<file path="config.mk">
export PLATFORM = sky130hd
export DESIGN_NAME = hsv_to_rgb_flat
export DESIGN_NICKNAME = d
export VERILOG_FILES = /design/src/design/hsvrgb_pkg.sv /design/src/design/hsvrgb_if.sv /design/src/design/hsvrgb_scale.sv /design/src/design/hsv_to_rgb.sv /design/src/flat_wrapper.sv
export VERILOG_INCLUDE_DIRS = /design/src /design/src/design
export SDC_FILE = /design/constraint.sdc
export NUM_CORES = 2
export LEC_CHECK = 0
export BUFFER_PORTS_ARGS = -buffer_cell sky130_fd_sc_hd__buf_2
export CAP_MARGIN = 10
export CORE_MARGIN = 2
export CORE_UTILIZATION = 60
export CTS_CLUSTER_SIZE = 40
export DETAILED_ROUTE_END_ITERATION = 7
export GPL_TIMING_DRIVEN = 0
export PLACE_DENSITY = 0.88
export SKIP_CTS_REPAIR_TIMING = 1
export SYNTH_ARGS = -nofsm -noshare
export SYNTH_HDL_FRONTEND = slang
export SYNTH_SLANG_ARGS = --single-unit
export TNS_END_PERCENT = 50
</file>
<file path="constraint.sdc">
create_clock -name clock -period 6.3 [get_ports clock]
set_input_delay 0.315 -clock clock [delete_from_list [all_inputs] [get_ports clock]]
set_output_delay 0.315 -clock clock [all_outputs]
set_load 0.01 [all_outputs]
</file>
<file path="src/design/assert_macros.svh">
// Assertion macros used by the RTL of the HSV to RGB converter (included by hsv_to_rgb.sv).
`ifndef ASSERT_MACROS_SVH
`define ASSERT_MACROS_SVH

// Check a property on every clock edge outside of reset.
`define ASSERT_CLK(label, prop, msg) \
   label: assert property (@(posedge clock) disable iff (reset) prop) else $error(msg);

// Check a property on every clock edge, reset cycles included.
`define ASSERT_RST(label, prop, msg) \
   label: assert property (@(posedge clock) prop) else $error(msg);

`endif

</file>
<file path="src/design/hsvrgb_pkg.sv">
// Widths, constants, sector codes and shared types of the HSV to RGB converter.
package hsvrgb_pkg;

   // Field widths
   localparam int HUE_W  = 15;
   localparam int PCT_W  = 14;
   localparam int CHAN_W = 8;

   // Valid input limits: 360.0 degrees in Q9.6, 100.0 percent in Q7.7
   localparam logic [HUE_W-1:0] HUE_MAX = 15'd23040;
   localparam logic [PCT_W-1:0] PCT_MAX = 14'd12800;

   // One 60-degree sector in hue units
   localparam int FRAC_W = 12;
   localparam logic [FRAC_W-1:0] SECTOR_UNITS = 12'd3840;

   // Channel weight T = 12800*3840 - s*u; full weight fits in 26 bits
   localparam int T_W = 26;
   localparam logic [T_W-1:0] T_FULL = 26'd49152000;

   // v*T, then 255*v*T >> 26, then divide by 9375 through a reciprocal
   localparam int Q_W         = PCT_W + T_W;
   localparam int QS_W        = Q_W + CHAN_W;
   localparam int SCALE_SHIFT = 26;
   localparam int Y_W         = QS_W - SCALE_SHIFT;
   localparam int RECIP_W     = 23;
   localparam logic [RECIP_W-1:0] RECIP = 23'd7330078;
   localparam int RECIP_SHIFT = 36;
   localparam int Z_W         = Y_W + RECIP_W;

   // Pipeline depth, input register to output register
   localparam int N_STAGES = 8;

   // Hue sectors
   localparam int SEC_W = 3;
   localparam logic [SEC_W-1:0] SEC_RY = 3'd0;
   localparam logic [SEC_W-1:0] SEC_YG = 3'd1;
   localparam logic [SEC_W-1:0] SEC_GC = 3'd2;
   localparam logic [SEC_W-1:0] SEC_CB = 3'd3;
   localparam logic [SEC_W-1:0] SEC_BM = 3'd4;
   localparam logic [SEC_W-1:0] SEC_MR = 3'd5;

   // Stage advance strobes of the channel scaler
   typedef struct packed {
      logic mul;
      logic scale;
      logic recip;
   } hsvrgb_adv_type;

endpackage

</file>
<file path="src/design/hsvrgb_if.sv">
// Request and response channel interfaces of the HSV to RGB converter.
interface hsvrgb_req_if import hsvrgb_pkg::*; ();
   logic              valid;
   logic              ready;
   logic [HUE_W-1:0]  hue;
   logic [PCT_W-1:0]  saturation;
   logic [PCT_W-1:0]  brightness;

   modport source (output valid, output hue, output saturation, output brightness,
                   input ready);
   modport sink   (input valid, input hue, input saturation, input brightness,
                   output ready);
endinterface

interface hsvrgb_rsp_if import hsvrgb_pkg::*; ();
   logic              valid;
   logic              ready;
   logic [CHAN_W-1:0] red;
   logic [CHAN_W-1:0] green;
   logic [CHAN_W-1:0] blue;
   logic              range_error;

   modport source (output valid, output red, output green, output blue,
                   output range_error, input ready);
   modport sink   (input valid, input red, input green, input blue,
                   input range_error, output ready);
endinterface

</file>
<file path="src/design/hsvrgb_scale.sv">
// Three-stage channel scaler: floor(255 * v * T / (12800 * 12800 * 3840)).
module hsvrgb_scale import hsvrgb_pkg::*; (
   input  logic                clock,
   input  hsvrgb_adv_type      adv,
   input  logic [PCT_W-1:0]    v,
   input  logic [T_W-1:0]      t,
   output logic [CHAN_W-1:0]   chan
);

   logic [Q_W-1:0]  q_in, q_ff;
   logic [QS_W-1:0] qs;
   logic [Y_W-1:0]  y_in, y_ff;
   logic [Z_W-1:0]  z_in, z_ff;

   // Multiply brightness by the channel weight
   assign q_in = Q_W'(v) * Q_W'(t);

   // Scale by 255 and drop the power-of-two part of the denominator
   assign qs   = {q_ff, {CHAN_W{1'b0}}} - QS_W'(q_ff);
   assign y_in = qs[QS_W-1:SCALE_SHIFT];

   // Divide by 9375 through a reciprocal multiply
   assign z_in = Z_W'(y_ff) * Z_W'(RECIP);

   always_ff @(posedge clock) begin
      if (adv.mul) begin
         q_ff <= q_in;
      end
      if (adv.scale) begin
         y_ff <= y_in;
      end
      if (adv.recip) begin
         z_ff <= z_in;
      end
   end

   // Quotient never exceeds 255 for in-range inputs
   assign chan = z_ff[RECIP_SHIFT +: CHAN_W];

endmodule

</file>
<file path="src/design/hsv_to_rgb.sv">
// HSV to RGB converter top level: eight-stage pipeline with valid/ready channels.
//
// Usage:
//   req_bus carries one HSV colour per request: hue (Q9.6 degrees), saturation
//   and brightness (Q7.7 percent). rsp_bus returns red, green and blue as the
//   floor of 255 times each fraction, plus range_error when hue exceeds 360.0
//   or saturation or brightness exceeds 100.0; the channels are then zero.
//   Both channels move an item at a clock edge where valid and ready are high.
//   A request taken on req_bus passes through eight register stages (input,
//   decode, products, weight subtract, three scaler stages, output) to rsp_bus.
//   Throughput: one request per cycle while rsp_bus.ready stays high.
//   Each stage advances when it is empty or the next stage advances, so a
//   bubble closes up and req_bus.ready stays high until all stages are full.
//   When rsp_bus.ready is low the output holds and the stages fill behind it;
//   nothing is dropped or repeated.
//   Reset (synchronous, active high) clears all valid bits; the pipeline is
//   empty and ready on the first cycle after reset.
`include "assert_macros.svh"

module hsv_to_rgb import hsvrgb_pkg::*; (
   input  logic                clock,
   input  logic                reset,
   hsvrgb_req_if.sink          req_bus,
   hsvrgb_rsp_if.source        rsp_bus
);

   logic [N_STAGES-1:0] vld_ff, vld_in;
   logic [N_STAGES-1:0] stage_adv;

   // Stage 0: input registers
   logic [HUE_W-1:0] hue_ff;
   logic [PCT_W-1:0] sat0_ff, val0_ff;

   // Stage 1: sector decode
   logic [SEC_W-1:0]  sec_in;
   logic [HUE_W-1:0]  base;
   logic [HUE_W-1:0]  frac_full;
   logic [FRAC_W-1:0] frac;
   logic [FRAC_W-1:0] umid_in, umid_ff;
   logic              err_in;
   logic [PCT_W-1:0]  sat1_ff, val1_ff;

   // Stage 2: products
   logic [T_W-1:0]   pmid_in, pmid_ff, pmin_in, pmin_ff;
   logic [PCT_W-1:0] val2_ff;

   // Stage 3: channel weights
   logic [T_W-1:0]   tmid_in, tmid_ff, tmin_in, tmin_ff;
   logic [PCT_W-1:0] val3_ff;

   // Sector and error travel with the data, stages 1 through 6
   logic [SEC_W-1:0] sec_ff [1:N_STAGES-2];
   logic             err_ff [1:N_STAGES-2];

   // Scaled channels at stage 6
   logic [CHAN_W-1:0] chan_max, chan_mid, chan_min;
   hsvrgb_adv_type    scale_adv;

   // Stage 7: output registers
   logic [CHAN_W-1:0] red_in, green_in, blue_in;
   logic [CHAN_W-1:0] red_ff, green_ff, blue_ff;
   logic              rerr_ff;

   // Terms of the checks at the end
   logic scaled_live, scaled_sorted, rsp_err, rsp_zero, req_take;

   // Advance a stage when it is empty or its successor advances
   always_comb begin
      stage_adv[N_STAGES-1] = !vld_ff[N_STAGES-1] || rsp_bus.ready;
      for (int i = N_STAGES - 2; i >= 0; i--) begin
         stage_adv[i] = !vld_ff[i] || stage_adv[i+1];
      end
   end

   always_comb begin
      vld_in[0] = stage_adv[0] ? req_bus.valid : vld_ff[0];
      for (int i = 1; i < N_STAGES; i++) begin
         vld_in[i] = stage_adv[i] ? vld_ff[i-1] : vld_ff[i];
      end
   end

   always_ff @(posedge clock) begin
      if (reset) begin
         vld_ff <= '0;
      end else begin
         vld_ff <= vld_in;
      end
   end

   assign req_bus.ready = stage_adv[0];

   // Find the 60-degree sector and the offset into it; hue 360 lands in the last
   always_comb begin
      if (hue_ff >= HUE_W'(5 * SECTOR_UNITS)) begin
         sec_in = SEC_MR;
         base   = HUE_W'(5 * SECTOR_UNITS);
      end else if (hue_ff >= HUE_W'(4 * SECTOR_UNITS)) begin
         sec_in = SEC_BM;
         base   = HUE_W'(4 * SECTOR_UNITS);
      end else if (hue_ff >= HUE_W'(3 * SECTOR_UNITS)) begin
         sec_in = SEC_CB;
         base   = HUE_W'(3 * SECTOR_UNITS);
      end else if (hue_ff >= HUE_W'(2 * SECTOR_UNITS)) begin
         sec_in = SEC_GC;
         base   = HUE_W'(2 * SECTOR_UNITS);
      end else if (hue_ff >= HUE_W'(SECTOR_UNITS)) begin
         sec_in = SEC_YG;
         base   = HUE_W'(SECTOR_UNITS);
      end else begin
         sec_in = SEC_RY;
         base   = '0;
      end
   end

   assign frac_full = hue_ff - base;
   assign frac      = frac_full[FRAC_W-1:0];

   // Rising sectors give X = C*f/3840, falling ones X = C*(3840-f)/3840;
   // keep u = 3840 - w so that the mid weight is 12800*3840 - s*u
   assign umid_in = (sec_in == SEC_YG || sec_in == SEC_CB || sec_in == SEC_MR)
                    ? frac : SECTOR_UNITS - frac;

   assign err_in = (hue_ff > HUE_MAX) || (sat0_ff > PCT_MAX) || (val0_ff > PCT_MAX);

   // Saturation products for the middle and smallest channels
   assign pmid_in = T_W'(sat1_ff) * T_W'(umid_ff);
   assign pmin_in = T_W'(sat1_ff) * T_W'(SECTOR_UNITS);

   // Channel weights
   assign tmid_in = T_FULL - pmid_ff;
   assign tmin_in = T_FULL - pmin_ff;

   always_ff @(posedge clock) begin
      if (stage_adv[0]) begin
         hue_ff  <= req_bus.hue;
         sat0_ff <= req_bus.saturation;
         val0_ff <= req_bus.brightness;
      end
      if (stage_adv[1]) begin
         umid_ff   <= umid_in;
         sat1_ff   <= sat0_ff;
         val1_ff   <= val0_ff;
         sec_ff[1] <= sec_in;
         err_ff[1] <= err_in;
      end
      if (stage_adv[2]) begin
         pmid_ff <= pmid_in;
         pmin_ff <= pmin_in;
         val2_ff <= val1_ff;
      end
      if (stage_adv[3]) begin
         tmid_ff <= tmid_in;
         tmin_ff <= tmin_in;
         val3_ff <= val2_ff;
      end
      for (int i = 2; i <= N_STAGES - 2; i++) begin
         if (stage_adv[i]) begin
            sec_ff[i] <= sec_ff[i-1];
            err_ff[i] <= err_ff[i-1];
         end
      end
   end

   // Scale the three channel weights in parallel
   assign scale_adv.mul   = stage_adv[4];
   assign scale_adv.scale = stage_adv[5];
   assign scale_adv.recip = stage_adv[6];

   hsvrgb_scale u_scale_max (
      .clock (clock),
      .adv   (scale_adv),
      .v     (val3_ff),
      .t     (T_FULL),
      .chan  (chan_max)
   );

   hsvrgb_scale u_scale_mid (
      .clock (clock),
      .adv   (scale_adv),
      .v     (val3_ff),
      .t     (tmid_ff),
      .chan  (chan_mid)
   );

   hsvrgb_scale u_scale_min (
      .clock (clock),
      .adv   (scale_adv),
      .v     (val3_ff),
      .t     (tmin_ff),
      .chan  (chan_min)
   );

   // Route the channels by sector; drop them on a range error
   always_comb begin
      case (sec_ff[N_STAGES-2])
         SEC_RY: begin
            red_in = chan_max; green_in = chan_mid; blue_in = chan_min;
         end
         SEC_YG: begin
            red_in = chan_mid; green_in = chan_max; blue_in = chan_min;
         end
         SEC_GC: begin
            red_in = chan_min; green_in = chan_max; blue_in = chan_mid;
         end
         SEC_CB: begin
            red_in = chan_min; green_in = chan_mid; blue_in = chan_max;
         end
         SEC_BM: begin
            red_in = chan_mid; green_in = chan_min; blue_in = chan_max;
         end
         default: begin
            red_in = chan_max; green_in = chan_min; blue_in = chan_mid;
         end
      endcase
      if (err_ff[N_STAGES-2]) begin
         red_in   = '0;
         green_in = '0;
         blue_in  = '0;
      end
   end

   always_ff @(posedge clock) begin
      if (stage_adv[N_STAGES-1]) begin
         red_ff   <= red_in;
         green_ff <= green_in;
         blue_ff  <= blue_in;
         rerr_ff  <= err_ff[N_STAGES-2];
      end
   end

   assign rsp_bus.valid       = vld_ff[N_STAGES-1];
   assign rsp_bus.red         = red_ff;
   assign rsp_bus.green       = green_ff;
   assign rsp_bus.blue        = blue_ff;
   assign rsp_bus.range_error = rerr_ff;

   // Build the check terms
   assign scaled_live   = vld_ff[N_STAGES-2] && !err_ff[N_STAGES-2];
   assign scaled_sorted = (chan_max >= chan_mid) && (chan_mid >= chan_min);
   assign rsp_err       = rsp_bus.valid && rsp_bus.range_error;
   assign rsp_zero      = (rsp_bus.red == '0) && (rsp_bus.green == '0) &&
                          (rsp_bus.blue == '0);
   assign req_take      = req_bus.valid && req_bus.ready;

   `ASSERT_CLK(a_chan_order, scaled_live |-> scaled_sorted, "scaled channels out of order")
   `ASSERT_CLK(a_err_zero, rsp_err |-> rsp_zero, "range error with nonzero channels")
   `ASSERT_CLK(a_req_load, req_take |=> vld_ff[0], "accepted request not loaded")
   `ASSERT_RST(a_reset_empty, reset |=> !rsp_bus.valid, "response valid after reset")

endmodule
</file>
<file path="src/flat_wrapper.sv">
// flat-port wrapper written by rule: the top's interface ports become plain ports
module hsv_to_rgb_flat import hsvrgb_pkg::*;
  (clock, reset, req_bus_valid, req_bus_hue, req_bus_saturation, req_bus_brightness, req_bus_ready, rsp_bus_valid, rsp_bus_red, rsp_bus_green, rsp_bus_blue, rsp_bus_range_error, rsp_bus_ready);
  hsvrgb_req_if req_bus_i ();
  hsvrgb_rsp_if rsp_bus_i ();
  input  logic clock;
  input  logic reset;
  input wire logic [$bits(req_bus_i.valid)-1:0] req_bus_valid;
  input wire logic [$bits(req_bus_i.hue)-1:0] req_bus_hue;
  input wire logic [$bits(req_bus_i.saturation)-1:0] req_bus_saturation;
  input wire logic [$bits(req_bus_i.brightness)-1:0] req_bus_brightness;
  output wire logic [$bits(req_bus_i.ready)-1:0] req_bus_ready;
  output wire logic [$bits(rsp_bus_i.valid)-1:0] rsp_bus_valid;
  output wire logic [$bits(rsp_bus_i.red)-1:0] rsp_bus_red;
  output wire logic [$bits(rsp_bus_i.green)-1:0] rsp_bus_green;
  output wire logic [$bits(rsp_bus_i.blue)-1:0] rsp_bus_blue;
  output wire logic [$bits(rsp_bus_i.range_error)-1:0] rsp_bus_range_error;
  input wire logic [$bits(rsp_bus_i.ready)-1:0] rsp_bus_ready;
  assign req_bus_i.valid = req_bus_valid;
  assign req_bus_i.hue = req_bus_hue;
  assign req_bus_i.saturation = req_bus_saturation;
  assign req_bus_i.brightness = req_bus_brightness;
  assign req_bus_ready = req_bus_i.ready;
  assign rsp_bus_valid = rsp_bus_i.valid;
  assign rsp_bus_red = rsp_bus_i.red;
  assign rsp_bus_green = rsp_bus_i.green;
  assign rsp_bus_blue = rsp_bus_i.blue;
  assign rsp_bus_range_error = rsp_bus_i.range_error;
  assign rsp_bus_i.ready = rsp_bus_ready;
  hsv_to_rgb u_core (.clock(clock), .reset(reset), .req_bus(req_bus_i), .rsp_bus(rsp_bus_i));
endmodule
</file>
==> results.toml <==
[floorplan]
die_w_microns = 346
num_rows = 125
coreArea_sq_um = 116000
fp.dieH_microns = 346
initial_utilization_pct = 60.4
dieArea_sq_um = 120000
ios = 74

[drt]
final_antenna_net_count = 0
met3_length_microns = 17200
drtIter0Drc = 4422
highest_layer = "met5"
vias = 50200
routed-wl-met2_microns = 88700
drc_errors = 0
wl_per_cell_microns = 21.3
finalWirelength_microns = 183000
routed_via_density = 5.85
drtPass1Iterations = 6
wl_met1_microns = 64800

[grt]
grt_usage_pct = 28.7
grt_max_degree = 80
grt_pass1_vias = 52500
antenna_found_initial = 5
overflow = 0
grt_pass1_wl_microns = 272000

[synthesis]
synthCells = 6679
syn_nets = 8927
ys_types = 78
synth_warnings = 0
synthArstFlopShare_pct = 0
ys.flop_type = "edfxtp_1"
ys_seq_area_share_pct = 18.8
synth_edf_count = 433
synth_area_sq_um = 70100
syn_avg_cell_area_sq_um = 10.5
synth-seq-cells = 441

[run_status]
status = "complete, but fails checks"
violations = "setup timing"

[critical_path]
cp_common_cell = "fa_1"
critPathKind = "flip-flop to flip-flop"
slowest_stage = "fa_1"
setup.worst_path.start = "u_core.u_scale_mid.y_ff[9]"
cp_max_fo = 4
cp.arrival_ns = 7.54
cp-end-kind = "flip-flop"
max_stage_delay_ns = 0.60
r2r-start = "u_core.u_scale_mid.y_ff[9]"
critPathRequiredTime_ns = 6.69
startpoint_type = "flip-flop"
crit_chain = "buf_6 > buf_6 > fa_2 > inv_2 > fa_1 > inv_2 > fa_1 > fa_1 > fa_1 > fa_1 > inv_2 > fa_2 > inv_2 > ha_4 > a21o_1 > a21o_1 > a21oi_2 > o311ai_4 > or3_4 > o211ai_1 > nand2_1 > o41ai_4 > xnor2_1"

[clock_tree]
numCtsBuffers = 48
path_clk_slew_ns = 0.07
root_buffer = "clkbuf_16"
htree_levels = 2
clock_latency_ns = 0.66
cts_tree = "built"
cts.sinks = 441
clk_path_buf_depth = 3

[placement]
routabilityCongestion = 1.01
dp_slack_ns = -1.56
dpl.cell_count = 8280
io_buffers = 72
dp_hpwl_microns = 140000

[layout]
fin_nets = 9264
final_cells = 8584
multiInputGateArea_sq_um = 51500
drive_above_1_share_pct = 9.07
nFillCells = 7744
seq_area_sq_um = 13200
syn_to_final_growth_pct = 10.7
utilization_pct = 66.9

[timing]
max_freq_ghz = 0.140
timing.final.crit_share_pct = 114
min_period_ns = 7.15
report.final.slew_viol_count = 0
setup_slack_ns = -0.853
relSlewSlack_pct = 18.7
rsz0062_at_grt = "true"
tightest_slew_ns = 1.22
hold_viol = 0
setup_viol = 50
skew_ns = 0.0382

[job]
max_cap_violations = 0

[min_path]
hold_start = "reset"
min_path_type = "input pin to flip-flop"
placed cells by master, fill, tap and decap left out, types with 23 or more instances in the layout:
cell	instances
xor2_1	67
buf_6	44
clkbuf_1	59
fa_1	1264
clkbuf_16	49
nand4_1	27
clkbuf_2	36
ha_1	890
nand2b_1	25
inv_2	23
edfxtp_1	433
a21oi_1	178
o21ai_0	74
a21o_1	100
dlygate4sd3_1	45
inv_1	1558
o21bai_1	24
nand2_1	579
buf_4	155
nor2b_1	28
nand3_1	44
and2_1	333
buf_2	76
xnor2_1	170
nor3_1	54
nor2_1	178
area by class of cell:
| class | count | share of cell area, % |
|---|---|---|
| tap | 1524 | 2.46 |
| clock inverter | 32 | 0.406 |
| clock buffer | 58 | 1.65 |
| timing repair buffer | 289 | 2.94 |
| inverter | 1584 | 7.67 |
| multi-input combinational | 4489 | 66.4 |
| buffer | 163 | 1.52 |
| antenna | 4 | 0.0129 |
| sequential | 441 | 17.0 |
logic make-up after synthesis:
kind of cell    count (synthesis)  synth area share (%)
buf+inv                      1749                  9.37
xor+xnor                      244                  3.05
simple gates                 1394                  9.61
mux                             9                 0.130
flops                         441                  18.8
compound gates                641                  6.05
fa+ha+maj                    2201                  53.0
routing by layer:
metal | GRT usage, % | vias up
met4 | 13.3 | 4
met5 | 0 | -
li1 | - | 21700
met1 | 35.5 | 24900
met3 | 5.66 | 870
met2 | 48.7 | 2744
cells in the mapped netlist, types with 11 or more instances:
cell      instances  area share, %
a211oi_1         25           0.27
a21o_1          100            1.1
a21oi_1         202            1.4
a31oi_1          20           0.18
and2_1          337            3.0
and3_1           24           0.21
buf_1            12          0.064
clkbuf_1        152           0.81
edfxtp_1        433             19
fa_1           1284             37
ha_1            917             16
inv_1          1583            8.5
nand2_1         587            3.1
nand2b_1         25           0.22
nand3_1          49           0.35
nand4_1          27           0.24
nor2_1          182           0.97
nor2b_1          31           0.28
nor3_1           57           0.41
nor4_1           13           0.12
o21a_1           22           0.24
o21ai_0          86           0.61
o21bai_1         29           0.31
o22ai_1          11          0.098
o31ai_1          14           0.15
or3_1            20           0.18
xnor2_1         176            2.2
xor2_1           68           0.85
worst max-delay path, delay by kind of cell, from the launching register on:
kind / cells / cell delay (ns)
compound gates: 6 / 1.32
simple gates: 2 / 0.59
xor+xnor: 1 / 0.12
fa+ha+maj: 8 / 3.88
flops: 1 / 0.52
buf+inv: 6 / 0.46
sequential cells by signal, indices dropped and copies added, names as in the netlist, 15 cells and up:
register and cells:
u_core.u_scale_min.y_ff 22, u_core.pmin_ff 18, u_core.tmid_ff 26, u_core.u_scale_mid.y_ff 22, u_core.tmin_ff 18, u_core.u_scale_mid.q_ff 40
u_core.pmid_ff 26, u_core.u_scale_max.y_ff 22, u_core.u_scale_min.q_ff 32, u_core.sec_ff 18, u_core.u_scale_max.q_ff 23, u_core.hue_ff 15
path summary, 6_finish.rpt:
check | cells past startpoint | slack, ns | endpoint
worst min-delay path | 2 | 0.03 | u_core.vld_ff[6]
worst max register to register | 23 | -0.85 | u_core.u_scale_mid.z_ff[43]
worst min register to register | 0 | 0.41 | u_core.val3_ff[6]
worst max-delay path | 23 | -0.85 | u_core.u_scale_mid.z_ff[43]
stage by stage:
stage	instance area [sq um]	TNS, ns	hold slack (ns)
finish	77600	-15.63	0.0324
global route	77600	-23.26	0.0466
CTS	74200	-59.28	-0.195
detailed placement	72600	-55.45	0.405
floorplan	70200	-0.0293	0.400
global placement	72400	-49.13	0.402
Power is not shown: default switching activity piles up to over one toggle a cycle in this logic, so the estimate is an artifact.
